<file path="src/ptss_pkg.sv">
package ptss_pkg;

    // Counter width of the packet counters.
    localparam int COUNT_WIDTH = 40;
    localparam int COUNT_OUT_W = 40;

    localparam int TS_W       = 64;
    localparam int FRAME_W    = 63;
    localparam int RATE_W     = 20;
    localparam int TB_W       = 31;
    localparam int KIND_W     = 3;
    localparam int CAND_W     = 52;
    localparam int SPP_W      = 12;
    localparam int CAND_PW    = COUNT_WIDTH + SPP_W;
    localparam int K_W        = TB_W + RATE_W;
    localparam int PROD_W     = TS_W + K_W + 1;
    localparam int MUL_STEPS  = TS_W;
    localparam int DIV_STEPS  = PROD_W;
    localparam int STEP_W     = $clog2(DIV_STEPS);
    localparam int CFG_IDX_W  = 2;
    localparam int CFG_DATA_W = 31;

    localparam logic [TS_W-1:0]    MISSING = {1'b1, {(TS_W-1){1'b0}}};
    localparam logic [FRAME_W-1:0] MAX63   = {FRAME_W{1'b1}};

    // Input command codes.
    localparam logic CMD_OBSERVE = 1'b0;
    localparam logic CMD_REPORT  = 1'b1;

    // Configuration register indexes.
    localparam logic [CFG_IDX_W-1:0] REG_SAMPLE_RATE = 2'd0;
    localparam logic [CFG_IDX_W-1:0] REG_TB_NUM      = 2'd1;
    localparam logic [CFG_IDX_W-1:0] REG_TB_DEN      = 2'd2;
    localparam logic [CFG_IDX_W-1:0] REG_CODEC_KIND  = 2'd3;

    // Codec kinds.
    localparam logic [KIND_W-1:0] CODEC_AAC   = 3'd1;
    localparam logic [KIND_W-1:0] CODEC_MP3   = 3'd2;
    localparam logic [KIND_W-1:0] CODEC_MP2   = 3'd3;
    localparam logic [KIND_W-1:0] CODEC_WMAV2 = 3'd4;

    localparam logic [RATE_W-1:0] RATE_RESET     = 20'd48000;
    localparam logic [TB_W-1:0]   TB_NUM_RESET   = 31'd1;
    localparam logic [TB_W-1:0]   TB_DEN_RESET   = 31'd48000;
    localparam logic [RATE_W-1:0] RATE_MP3_SPLIT = 20'd32000;
    localparam logic [RATE_W-1:0] RATE_WMA_LOW   = 20'd16000;
    localparam logic [RATE_W-1:0] RATE_WMA_MID   = 20'd22050;

    localparam logic [SPP_W-1:0] SPP_512  = 12'd512;
    localparam logic [SPP_W-1:0] SPP_576  = 12'd576;
    localparam logic [SPP_W-1:0] SPP_1024 = 12'd1024;
    localparam logic [SPP_W-1:0] SPP_1152 = 12'd1152;
    localparam logic [SPP_W-1:0] SPP_2048 = 12'd2048;

    typedef enum logic [1:0] {
        SEL_WITHOUT_LAST,
        SEL_SPAN,
        SEL_SUM
    } conv_sel_t;

    typedef struct packed {
        logic      obs;
        logic      conv_start;
        conv_sel_t conv_sel;
        logic      capture;
        logic      load;
    } ptss_cmd_t;

    typedef struct packed {
        logic conv_done;
    } ptss_stat_t;

    typedef struct packed {
        logic                   selected_audio;
        logic signed [TS_W-1:0] pts;
        logic signed [TS_W-1:0] dts;
        logic signed [TS_W-1:0] duration;
    } ptss_pkt_t;

    typedef struct packed {
        logic [COUNT_OUT_W-1:0] packet_count;
        logic [COUNT_OUT_W-1:0] audio_packet_count;
        logic [COUNT_OUT_W-1:0] duration_packet_count;
        logic [COUNT_OUT_W-1:0] stamped_packet_count;
        logic                   pts_monotonic;
        logic signed [TS_W-1:0] first_pts;
        logic signed [TS_W-1:0] last_pts;
        logic signed [TS_W-1:0] last_end_pts;
        logic [FRAME_W-1:0]     duration_sum_frames;
        logic [FRAME_W-1:0]     span_frames;
        logic [FRAME_W-1:0]     span_without_last_frames;
        logic [CAND_W-1:0]      codec_frame_candidate;
    } ptss_report_t;

    // Samples per packet of the configured codec; zero for other codecs and for MP3 or WMAv2 at a zero rate.
    function automatic logic [SPP_W-1:0] samples_per_packet(
        input logic [KIND_W-1:0] kind,
        input logic [RATE_W-1:0] rate
    );
        logic [SPP_W-1:0] spp;
        spp = '0;
        case (kind)
            CODEC_AAC: spp = SPP_1024;
            CODEC_MP3:
            begin
                if (rate == '0)
                    spp = '0;
                else if (rate < RATE_MP3_SPLIT)
                    spp = SPP_576;
                else
                    spp = SPP_1152;
            end
            CODEC_MP2: spp = SPP_1152;
            CODEC_WMAV2:
            begin
                if (rate == '0)
                    spp = '0;
                else if (rate <= RATE_WMA_LOW)
                    spp = SPP_512;
                else if (rate <= RATE_WMA_MID)
                    spp = SPP_1024;
                else
                    spp = SPP_2048;
            end
            default: spp = '0;
        endcase
        return spp;
    endfunction

endpackage

</file>
<file path="src/ptss_ctrl.sv">
module ptss_ctrl (
    input  logic                 clk,
    input  logic                 rst_n,
    input  logic                 pkt_valid,
    input  logic                 pkt_cmd,
    output logic                 pkt_ready,
    output logic                 out_valid,
    input  logic                 out_ready,
    input  ptss_pkg::ptss_stat_t stat,
    output ptss_pkg::ptss_cmd_t  cmd
);
    import ptss_pkg::*;

    typedef enum logic [1:0] {S_IDLE, S_START, S_WAIT, S_LOAD} ctrl_state_t;

    ctrl_state_t state_reg;
    conv_sel_t   sel_reg;
    logic        ready_reg;
    logic        out_valid_reg;
    logic        accept;
    logic        load_ok;

    always_comb
    begin
        accept         = pkt_valid && ready_reg;
        load_ok        = !out_valid_reg || out_ready;
        cmd.obs        = accept && pkt_cmd == CMD_OBSERVE;
        cmd.conv_start = state_reg == S_START;
        cmd.conv_sel   = sel_reg;
        cmd.capture    = state_reg == S_WAIT && stat.conv_done;
        cmd.load       = state_reg == S_LOAD && load_ok;
    end

    always_ff @(posedge clk or negedge rst_n)
    begin
        if (!rst_n)
        begin
            state_reg     <= S_IDLE;
            sel_reg       <= SEL_WITHOUT_LAST;
            ready_reg     <= 1'b1;
            out_valid_reg <= 1'b0;
        end
        else
        begin
            if (cmd.load)
                out_valid_reg <= 1'b1;
            else if (out_valid_reg && out_ready)
                out_valid_reg <= 1'b0;
            case (state_reg)
                S_IDLE:
                begin
                    if (accept && pkt_cmd == CMD_REPORT)
                    begin
                        ready_reg <= 1'b0;
                        sel_reg   <= SEL_WITHOUT_LAST;
                        state_reg <= S_START;
                    end
                end
                S_START: state_reg <= S_WAIT;
                S_WAIT:
                begin
                    if (stat.conv_done)
                    begin
                        case (sel_reg)
                            SEL_WITHOUT_LAST:
                            begin
                                sel_reg   <= SEL_SPAN;
                                state_reg <= S_START;
                            end
                            SEL_SPAN:
                            begin
                                sel_reg   <= SEL_SUM;
                                state_reg <= S_START;
                            end
                            default: state_reg <= S_LOAD;
                        endcase
                    end
                end
                S_LOAD:
                begin
                    if (load_ok)
                    begin
                        ready_reg <= 1'b1;
                        state_reg <= S_IDLE;
                    end
                end
                default: state_reg <= S_IDLE;
            endcase
        end
    end

    assign pkt_ready = ready_reg;
    assign out_valid = out_valid_reg;

`ifndef SYNTH
    a_report_starts: assert property (@(posedge clk) disable iff (!rst_n)
        (accept && pkt_cmd == CMD_REPORT) |=> (state_reg == S_START))
        else $error("report request did not start the conversions");
    a_busy_not_ready: assert property (@(posedge clk) disable iff (!rst_n)
        (state_reg != S_IDLE) |-> !ready_reg)
        else $error("input taken while a report is in progress");
    a_valid_after_load: assert property (@(posedge clk) disable iff (!rst_n)
        $rose(out_valid_reg) |-> $past(state_reg == S_LOAD))
        else $error("report word shown without a load");
`endif

endmodule

</file>
<file path="config.mk">
export PLATFORM = sky130hd
export DESIGN_NAME = ptss_ctrl
export DESIGN_NICKNAME = d
export VERILOG_FILES = /design/src/ptss_pkg.sv /design/src/ptss_ctrl.sv
export SDC_FILE = /design/constraint.sdc
export NUM_CORES = 1
export LEC_CHECK = 0
export ABC_CLOCK_PERIOD_IN_PS = 3700
export BUFFER_PORTS_ARGS = -buffer_cell sky130_fd_sc_hd__buf_2
export CAP_MARGIN = 20
export CORE_AREA = 8 8 45 47
export CTS_CLUSTER_DIAMETER = 40
export DETAILED_ROUTE_END_ITERATION = 16
export DIE_AREA = 0 0 53 55
export HOLD_SLACK_MARGIN = 0.05
export MAX_ROUTING_LAYER = met4
export PLACE_DENSITY_LB_ADDON = 0.05
export SYNTH_ARGS = -nofsm -noshare
export SYNTH_HDL_FRONTEND = slang
export SYNTH_SLANG_ARGS = --single-unit
</file>
<file path="constraint.sdc">
create_clock -name clk -period 3.7 [get_ports clk]
set_clock_uncertainty 0.2 [all_clocks]
set_input_delay 0.185 -clock clk [delete_from_list [all_inputs] [get_ports clk]]
set_output_delay 0.185 -clock clk [all_outputs]
set_load 0.03 [all_outputs]
</file>
* Yosys cells after proc, flatten, opt, wreduce, memory -nomap -nowiden
Cells that the tools add are included.
Widths: inputs -> output; s select.
** Word-level totals
- Bits in registers :: 6
- Latch bits :: 0
- Bits in writable memories :: 0
- Memory bits (read-only) :: 0
- Input bits :: 6
- Memories :: 0
** Cells by class
- Add/subtract/negate cells :: 0
- Multiply operators :: 0
- Divide/modulo/power cells :: 0
- Magnitude comparators :: 0
- Equal/unequal tests :: 8
- Shifts and indexed selects :: 0
- Muxes and demuxes :: 14
- Bitwise operators :: 1
- Reduce and logical (&&, ||, !) cells :: 17
** Operators by type and width (count)
- $mux 2 :: 6
- $pmux 2 s2 :: 2
- $pmux 2 s4 :: 1
- $logic_and 1x1->1 :: 6
- $ne 2x2->1 const B :: 3
- $reduce_and 3->1 :: 2
- $reduce_bool 2->1 :: 3
- $eq 2x1->1 const B :: 2
- $eq 2x2->1 const B :: 2
- $logic_not 2->1 :: 2
- $mux 1 :: 4
- $reduce_and 4->1 :: 1
- $ne 3x1->1 const B :: 1
- $pmux 1 s2 :: 1
- $reduce_or 2->1 :: 1
- $logic_not 1->1 :: 1
- $logic_or 1x1->1 :: 1
- $not 1->1 :: 1

* Longest topological paths before layout
Gate-level depths: netlist of the first run.
- Depth after elaboration :: 5
- Gate-level depth with buffers :: 3
- Mapped depth without buffers :: 3

* Worst setup path after synthesis of the first run
Ideal clock, no wire load.
- Kind :: flip-flop to flip-flop
- From :: register ready_reg, in the netlist pkt_ready
- To :: register sel_reg[1]
- Library setup time :: 0.121 ns
- Arrival :: 1.405 ns
- Required time :: 3.379 ns
- Setup slack :: 1.974 ns
- Stages on the path, launching flop included :: 4
- Cells stage by stage :: dfstp_2 -> nand2_1 -> or4b_4 -> a22o_1
** Between the ends
- Cells in the longest elaborated chain, start to end :: 4
** Ends and longest elaborated chain
- start: declaration :: RTL line ptss_ctrl.sv:18 : logic ready_reg;
- start signal: assignment :: RTL line ptss_ctrl.sv:40 : ready_reg <= 1'b1;
- start signal: assignment :: RTL line ptss_ctrl.sv:54 : ready_reg <= 1'b0;
- start signal: assignment :: RTL line ptss_ctrl.sv:83 : ready_reg <= 1'b1;
- $logic_and 1x1->1 :: RTL line ptss_ctrl.sv:25 : accept = pkt_valid && ready_reg;
- $logic_and 1x1->1 :: RTL line ptss_ctrl.sv:52 : if (accept && pkt_cmd == CMD_REPORT)
- $ne 2x2->1 (no source line)
- $reduce_and 4->1 (no source line)
- end signal: assignment :: RTL line ptss_ctrl.sv:39 : sel_reg <= SEL_WITHOUT_LAST;
- end signal: assignment :: RTL line ptss_ctrl.sv:55 : sel_reg <= SEL_WITHOUT_LAST;
- end signal: assignment :: RTL line ptss_ctrl.sv:67 : sel_reg <= SEL_SPAN;
- end: declaration :: RTL line ptss_ctrl.sv:17 : conv_sel_t sel_reg;
Every way passes these cells.
A chain may end at the register's enable or synchronous reset.

* Worst setup path in the final report of the first run
Ends and elaborated chain as after synthesis.

==> results by group, run 1 <==
Drt
  • Drt first pass iters: 2
  • Avg WL per Cell: 13.7 um
  • Routed Antenna Nets: 0
  • Routed wire length: 861 um
  • Vias per inst: 4.48
  • DRC Markers: 0
  • Iteration-0 DRC Markers: 5
  • Total number of vias: 282

Cells and area
  • NumNets Final: 54
  • Layout cell share with drive strength beyond 1: 38.3%
  • Multi-input combinational cell area: 135 um2
  • Register Area: 151 um2
  • Layout Cells excl Fill: 63
  • N_diodes: 0
  • Synth-to-Final Area Change: 41.8%
  • Finished Core Util: 29.7%
  • Final non-filler cell area: 412 um2
  • Number of fill cells in the layout: 160

Timing
  • Final min period: 1.66 ns
  • Fin. max-slew vios: 0
  • TNS Setup: 0 ns
  • Period Utilization, post-route: 44.8%
  • Hold_ws: 0.0525 ns
  • Worst slew margin relative to its limit: 83.6%
  • F_max: 604 MHz
  • Worst-Margin Slew: 0.246 ns
  • Final hold vios: 0
  • Endpoints failing setup: 0
  • Worst setup margin: 2.04 ns
  • RSZ-0062 raised after global routing: no

GRT
  • Total track usage: 7.57%
  • Global-route wire length before repair: 1410 um
  • Largest net degree at the start of global routing: 9
  • Initial antenna violation count: 0
  • Vias in the first global route: 304
  • GRT overflow: 0

Die
  • IO Count: 14
  • Die width: 53 um
  • Area of the core: 0.00138 mm2
  • Die area: 0.00292 mm2
  • Rows: 14
  • Die Ht: 55 um
  • Initial Utilization: 21.0%

Synthesis
  • Synth top area cells: dfrtp_1, dfstp_2, nor2b_1
  • Yosys warns: 0
  • Synth top area share: 43.1%
  • Most common cell in the netlist: dfrtp_1
  • Yosys top cell by area: dfrtp_1
  • Yosys cell types: 16
  • Post-synthesis average cell area: 10.0 um2
  • Mapped Nets: 35
  • Synth cell count leaders: dfrtp_1, nor2_1, nor2b_1
  • Post-synthesis sequential area ratio: 52.2%
  • Main synth FF type: dfrtp_1
  • Post-Syn Area: 290 um2
  • Mapped Cells: 29
  • Synth async-reset ratio: 100%
  • Yosys reg bits: 6
  • Post-synth EDFFs: 0

Place
  • Dpl cell area: 375 um2
  • Placed cells: 58
  • HPWL after DPL: 689 um
  • Final GP Congestion: 0.712
  • Pre-CTS WS: 2.04 ns
  • I/O Buffers: 13

CTS
  • H-tree Lvls: 1
  • Postcts setup bufs: 0
  • Reg clk slew, reported paths: 0.05 ns
  • CTS Hold Bufs: 1
  • # resized after CTS: 0
  • CTS sink cnt: 6
  • Clk Latency, worst-skew pair: 0.25 ns
  • TritonCTS clock tree: built
  • Max clock buf depth: 2
  • CTS Buf Count: 3
  • Clk Tree Root Cell: clkbuf_4

Worst setup path
  • Worst R2R Path Depth: 3
  • Crit-path max FO: 4
  • Crit path largest cell delay: 0.54 ns
  • CP Cell Sequence: nand2_1 > or4b_4 > a22o_1
  • Reg2Reg Capture Point: sel_reg[1]$_DFFE_PN0P_
  • Startpoint types: register
  • WP buf/inv: 0
  • CP arrival: 1.59 ns
  • Slowest CP cell: dfstp_2
  • Critical path depth: 3
  • Critical path class: reg -> reg
  • Required time of the critical path: 3.63 ns
  • CP Capture Type: register
  • Reg-to-Reg Start: pkt_ready$_DFFE_PN1P_
  • Flop2flop setup slack: 2.04 ns
  • Delay-heaviest family, CP: simple AND/OR/NAND/NOR gates

Worst hold path
  • Hold_sp: out_ready
  • Hold Path Class: in -> reg
  • Worst hold path cell count: 3
  • Hold Path Sink: out_valid$_DFFE_PN0P_

Run
  • Max cap viols: 0

Power and ir drop
  • Leakage: 0.216 nW
  • Pwr dens: 926 mW/mm2
  • Total power: 0.381 mW
  • Worst vdd ir: 0.000264 V

Outcome
  • Outcome: finished, final reports clean
-- logic make-up after synthesis --
logic type	share of synthesized area, %
and+or+nand+nor	25.4
buffers and inverters	1.29
AOI/OAI and AO/OA	17.7
muxes	3.45
DFF	52.2
-- per-layer routing --
layer	vias to the layer above	wire, um	GRT usage, %
li1	140	-	-
met1	131	329	6.45
met2	9	418	10.9
met3	2	100	5.61
met4	0	13	6.47
met5	-	0	-
-- worst register-to-register path: stages (launching register included) --
cell and delay [ns]:
dfstp_2 0.54, nand2_1 0.07, or4b_4 0.53, a22o_1 0.20
-- report_power, final --
group          switching [mW]  total [mW]  internal, mW
Combinational           0.117       0.180        0.0630
Clock                  0.0266      0.0677        0.0411
Sequential             0.0329       0.133         0.101
-- worst max path at each step --
stage          slack (ns)                      to                      from
2_1_floorplan        1.97  sel_reg[1]$_DFFE_PN0P_     pkt_ready$_DFFE_PN1P_
3_3_place_gp         2.08  sel_reg[1]$_DFFE_PN0P_     pkt_ready$_DFFE_PN1P_
3_5_place_dp         2.04  sel_reg[1]$_DFFE_PN0P_     pkt_ready$_DFFE_PN1P_
4_1_cts              2.04  sel_reg[1]$_DFFE_PN0P_     pkt_ready$_DFFE_PN1P_
5_1_grt              1.98                  cmd[1]  state_reg[0]$_DFFE_PN0P_
6_report             2.04  sel_reg[1]$_DFFE_PN0P_     pkt_ready$_DFFE_PN1P_
-- cell type report --
type,count,area share [%]
Inverter,1,0.912
Timing Repair Buffer,14,18.2
Tap cell,16,4.86
Multi-Input combinational cell,22,32.8
Sequential cell,6,36.8
Clock buffer,4,6.38
-- cell usage in the layout, fill, tap and decap left out --
| cell | Yosys | routed |
|---|---|---|
| nand2b_1 | 1 | 1 |
| inv_1 | 1 | 1 |
| dfstp_2 | 1 | 1 |
| o22a_1 | 1 | 1 |
| and2_1 | 1 | 1 |
| clkbuf_4 | 0 | 3 |
| clkbuf_1 | 0 | 1 |
| nor2_1 | 4 | 4 |
| nand2_1 | 2 | 2 |
| dlygate4sd3_1 | 0 | 1 |
| o21ai_0 | 3 | 3 |
| a21o_1 | 1 | 1 |
| nor2b_1 | 4 | 4 |
| mux2i_1 | 1 | 1 |
| buf_2 | 0 | 13 |
| a31oi_1 | 1 | 1 |
| or4b_4 | 1 | 1 |
| a21oi_1 | 1 | 1 |
| dfrtp_1 | 5 | 5 |
| a22o_1 | 1 | 1 |
Power figures use the tool's default switching activity.
==> run 2, diff against run 1 <==
--- a/config.mk
+++ b/config.mk
@@ -5,7 +5,8 @@
 export SDC_FILE = /design/constraint.sdc
 export NUM_CORES = 1
 export LEC_CHECK = 0
-export ABC_CLOCK_PERIOD_IN_PS = 3700
+export ABC_AREA = 1
+export ABC_CLOCK_PERIOD_IN_PS = 1350
 export BUFFER_PORTS_ARGS = -buffer_cell sky130_fd_sc_hd__buf_2
 export CAP_MARGIN = 20
 export CORE_AREA = 8 8 45 47
==> constraint.sdc (replaced) <==
create_clock -name clk -period 1.35 [get_ports clk]
set_clock_uncertainty 0.2 [all_clocks]
set_input_delay 0.0675 -clock clk [delete_from_list [all_inputs] [get_ports clk]]
set_output_delay 0.0675 -clock clk [all_outputs]
set_load 0.03 [all_outputs]
==> run 2 against run 1 <==
- the run now ends with negative hold slack, negative setup slack left
- first-iteration DRC count shrank 20%
- critical path depth grew 1
- sequential cell count unchanged
- design area increased by 43%
- die area stayed put
- clock-buffer cell count unchanged
- worst hold slack lost 0.19 ns
- non-clock buffer count grew 9
- via count is 38% higher
- sequential share of layout area down 11 points
- synthesized cell count rose by 59%
- final cell count grew 40%
- critical path type is now reg -> out
==> results by group, run 2 <==
Die
  • Die Ht: 55 um
  • Rows: 14
  • IO Count: 14
  • Area of the core: 0.00138 mm2
  • Die area: 0.00292 mm2
  • Die width: 53 um
  • Initial Utilization: 24.3%

Worst hold path
  • Worst hold path cell count: 2
  • Hold Path Class: in -> reg

GRT
  • Initial antenna violation count: 0
  • Vias in the first global route: 344
  • GRT overflow: 0
  • Global-route wire length before repair: 1410 um
  • Total track usage: 6.61%
  • Largest net degree at the start of global routing: 9

Worst setup path
  • CP arrival: 1.08 ns
  • Worst R2R Path Depth: 5
  • CP Cell Sequence: inv_2 > nand2_2 > nor2_2 > buf_6
  • Critical path depth: 4
  • Crit path largest cell delay: 0.43 ns
  • WP buf/inv: 2
  • Startpoint types: register
  • Required time of the critical path: 1.08 ns
  • Crit-path max FO: 4
  • CP Capture Type: primary output
  • Slowest CP cell: dfrtp_2
  • Critical path class: reg -> out
  • Delay-heaviest family, CP: flip-flops

Power and ir drop
  • Worst vdd ir: 0.000961 V
  • Total power: 1.33 mW
  • Leakage: 0.303 nW
  • Pwr dens: 2260 mW/mm2

Synthesis
  • Post-synthesis xor/xnor area fraction: 0%
  • Synth Area in Simple Gates: 36.4%
  • Synth top area share: 37.2%
  • Synth async-reset ratio: 100%
  • Post-synth EDFFs: 0
  • Yosys top cell by area: dfrtp_1
  • Post-synthesis sequential area ratio: 45.0%
  • Synth top area cells: dfrtp_1, nand2_1, nor2_1
  • Largest family of logic cells by synthesized area: simple AND/OR/NAND/NOR gates
  • Multiplexer share of the synthesized area: 0%
  • Mapped Cells: 46
  • Synth Area in Compound Gates: 8.55%
  • Post-Syn Area: 337 um2
  • Synth cell count leaders: nand2_1, nor2_1, inv_1
  • Mapped Nets: 52
  • Main synth FF type: dfrtp_1
  • Synth Area in Adders: 0%
  • Yosys warns: 0
  • Yosys cell types: 12
  • Most common cell in the netlist: nand2_1
  • Post-synthesis average cell area: 7.32 um2
  • Yosys reg bits: 6

Cells and area
  • Commonest non-fill, non-tap cell in the layout: buf_2
  • Commonest non-fill, non-tap cells in the layout: buf_2, nand2_1, buf_4
  • Final non-filler cell area: 587 um2
  • Layout cell share with drive strength beyond 1: 52.8%
  • Synth-to-Final Area Change: 74.3%
  • Register Area: 154 um2
  • Finished Core Util: 42.4%
  • Number of fill cells in the layout: 152
  • Multi-input combinational cell area: 193 um2
  • N_diodes: 0
  • NumNets Final: 79

CTS
  • Clk Tree Root Cell: clkbuf_4
  • Clk Latency, worst-skew pair: 0.24 ns
  • CTS Buf Count: 3
  • TritonCTS clock tree: built
  • H-tree Lvls: 1
  • CTS sink cnt: 6
  • CTS Hold Bufs: 4
  • Reg clk slew, reported paths: 0.05 ns
  • Max clock buf depth: 2

Timing
  • Final hold vios: 3
  • Worst slew margin relative to its limit: 84.0%
  • Worst-Margin Slew: 0.239 ns
  • Fin. max-slew vios: 0
  • Period Utilization, post-route: 100%
  • TNS Setup: -0.00126 ns
  • Hold_ws: -0.137 ns
  • Worst setup margin: -0.00126 ns
  • RSZ-0062 raised after global routing: yes
  • Final min period: 1.35 ns
  • F_max: 740 MHz
  • Endpoints failing setup: 1

Place
  • Dpl cell area: 420 um2
  • I/O Buffers: 13
  • Final GP Congestion: 0.704
  • HPWL after DPL: 655 um

Drt
  • Routed wire length: 920 um
  • DRC Markers: 0
  • Routed Antenna Nets: 0
  • Drt first pass iters: 4
  • Total number of vias: 390
  • Avg WL per Cell: 10.5 um
  • Vias per inst: 4.43
  • Iteration-0 DRC Markers: 4

Outcome
  • Outcome: complete, but fails checks
  • Violated checks: negative hold slack, negative setup slack

Run
  • Max cap viols: 0
## run 2: changes by cell type in the layout (fill, tap and decap cells not counted), sizes merged, moves of 3 or more
cell         before  now
dlygate4sd3       1    4
nand4             0    3
nor2b             4    0
nand3             0    4
nand2             2   12
nor2              4    9
inv               1    6
buf              13   19
## run 2: logic make-up (layout without fill, tap and decap cells)
group | count (synthesis) | in the layout
simple gates | 28 | 28
compound gates | 5 | 5
buf+inv | 7 | 33
flops | 6 | 6
## run 2: layout make-up
cell class	count	area share (%)
multi-input cells	33	32.8
inverters	6	3.84
clock buffers	4	4.48
repair buffers	23	29.2
flip-flops and latches	6	26.2
well taps	16	3.41
## run 2: report_power, final
part | internal [mW] | switching (mW)
combinational | 0.320 | 0.458
sequential | 0.271 | 0.101
clock | 0.112 | 0.0671
total | 0.703 | 0.626
## run 2: worst register-to-register path, stage by stage (launching register included)
cell     delay [ns]
dfrtp_2        0.48
buf_4          0.16
nand3_2        0.12
nand3_2        0.09
nand2_1        0.06
nand2_1        0.05
## run 2: per-layer routing
metal  global-route usage [%]  vias up  share of wire, %
met5                        -        -                 0
met4                     5.17        0                 0
met3                     2.14        0               5.2
met2                     8.79        6                49
met1                     7.99      180                46
li1                         -      204                 -
## run 2: path summary, 6_finish.rpt
| kind | start | end | slack [ns] |
|---|---|---|---|
| worst max-delay path | state_reg[0]$_DFFE_PN0P_ | cmd[1] | -0.001 |
| worst min-delay path | out_ready | out_valid$_DFFE_PN0P_ | -0.14 |
| worst max register to register | state_reg[1]$_DFFE_PN0P_ | sel_reg[1]$_DFFE_PN0P_ | 0.08 |
| worst min register to register | sel_reg[0]$_DFFE_PN0P_ | sel_reg[0]$_DFFE_PN0P_ | 0.33 |
| max in group asynchronous | rst_n | state_reg[0]$_DFFE_PN0P_ | 0.17 |
| min in group asynchronous | rst_n | pkt_ready$_DFFE_PN1P_ | 0.11 |
## run 2: repair_timing
action | CTS | global route
endpoints found under the hold margin | 12 | 4
resized for setup | 7 | 16
setup buffers | 3 | 2
setup endpoints to repair | 3 | 6
pin swaps | 0 | 4
## run 2: metrics by stage
step           std cells  worst slack (ns)  hold WS, ns
2_1_floorplan         46           0.00415       -0.428
5_1_grt               88           -0.0442       -0.137
4_1_cts               86          0.000384       -0.158
6_report              88          -0.00126       -0.137
3_3_place_gp          75            0.0639       -0.298
3_5_place_dp          75            0.0633       -0.298
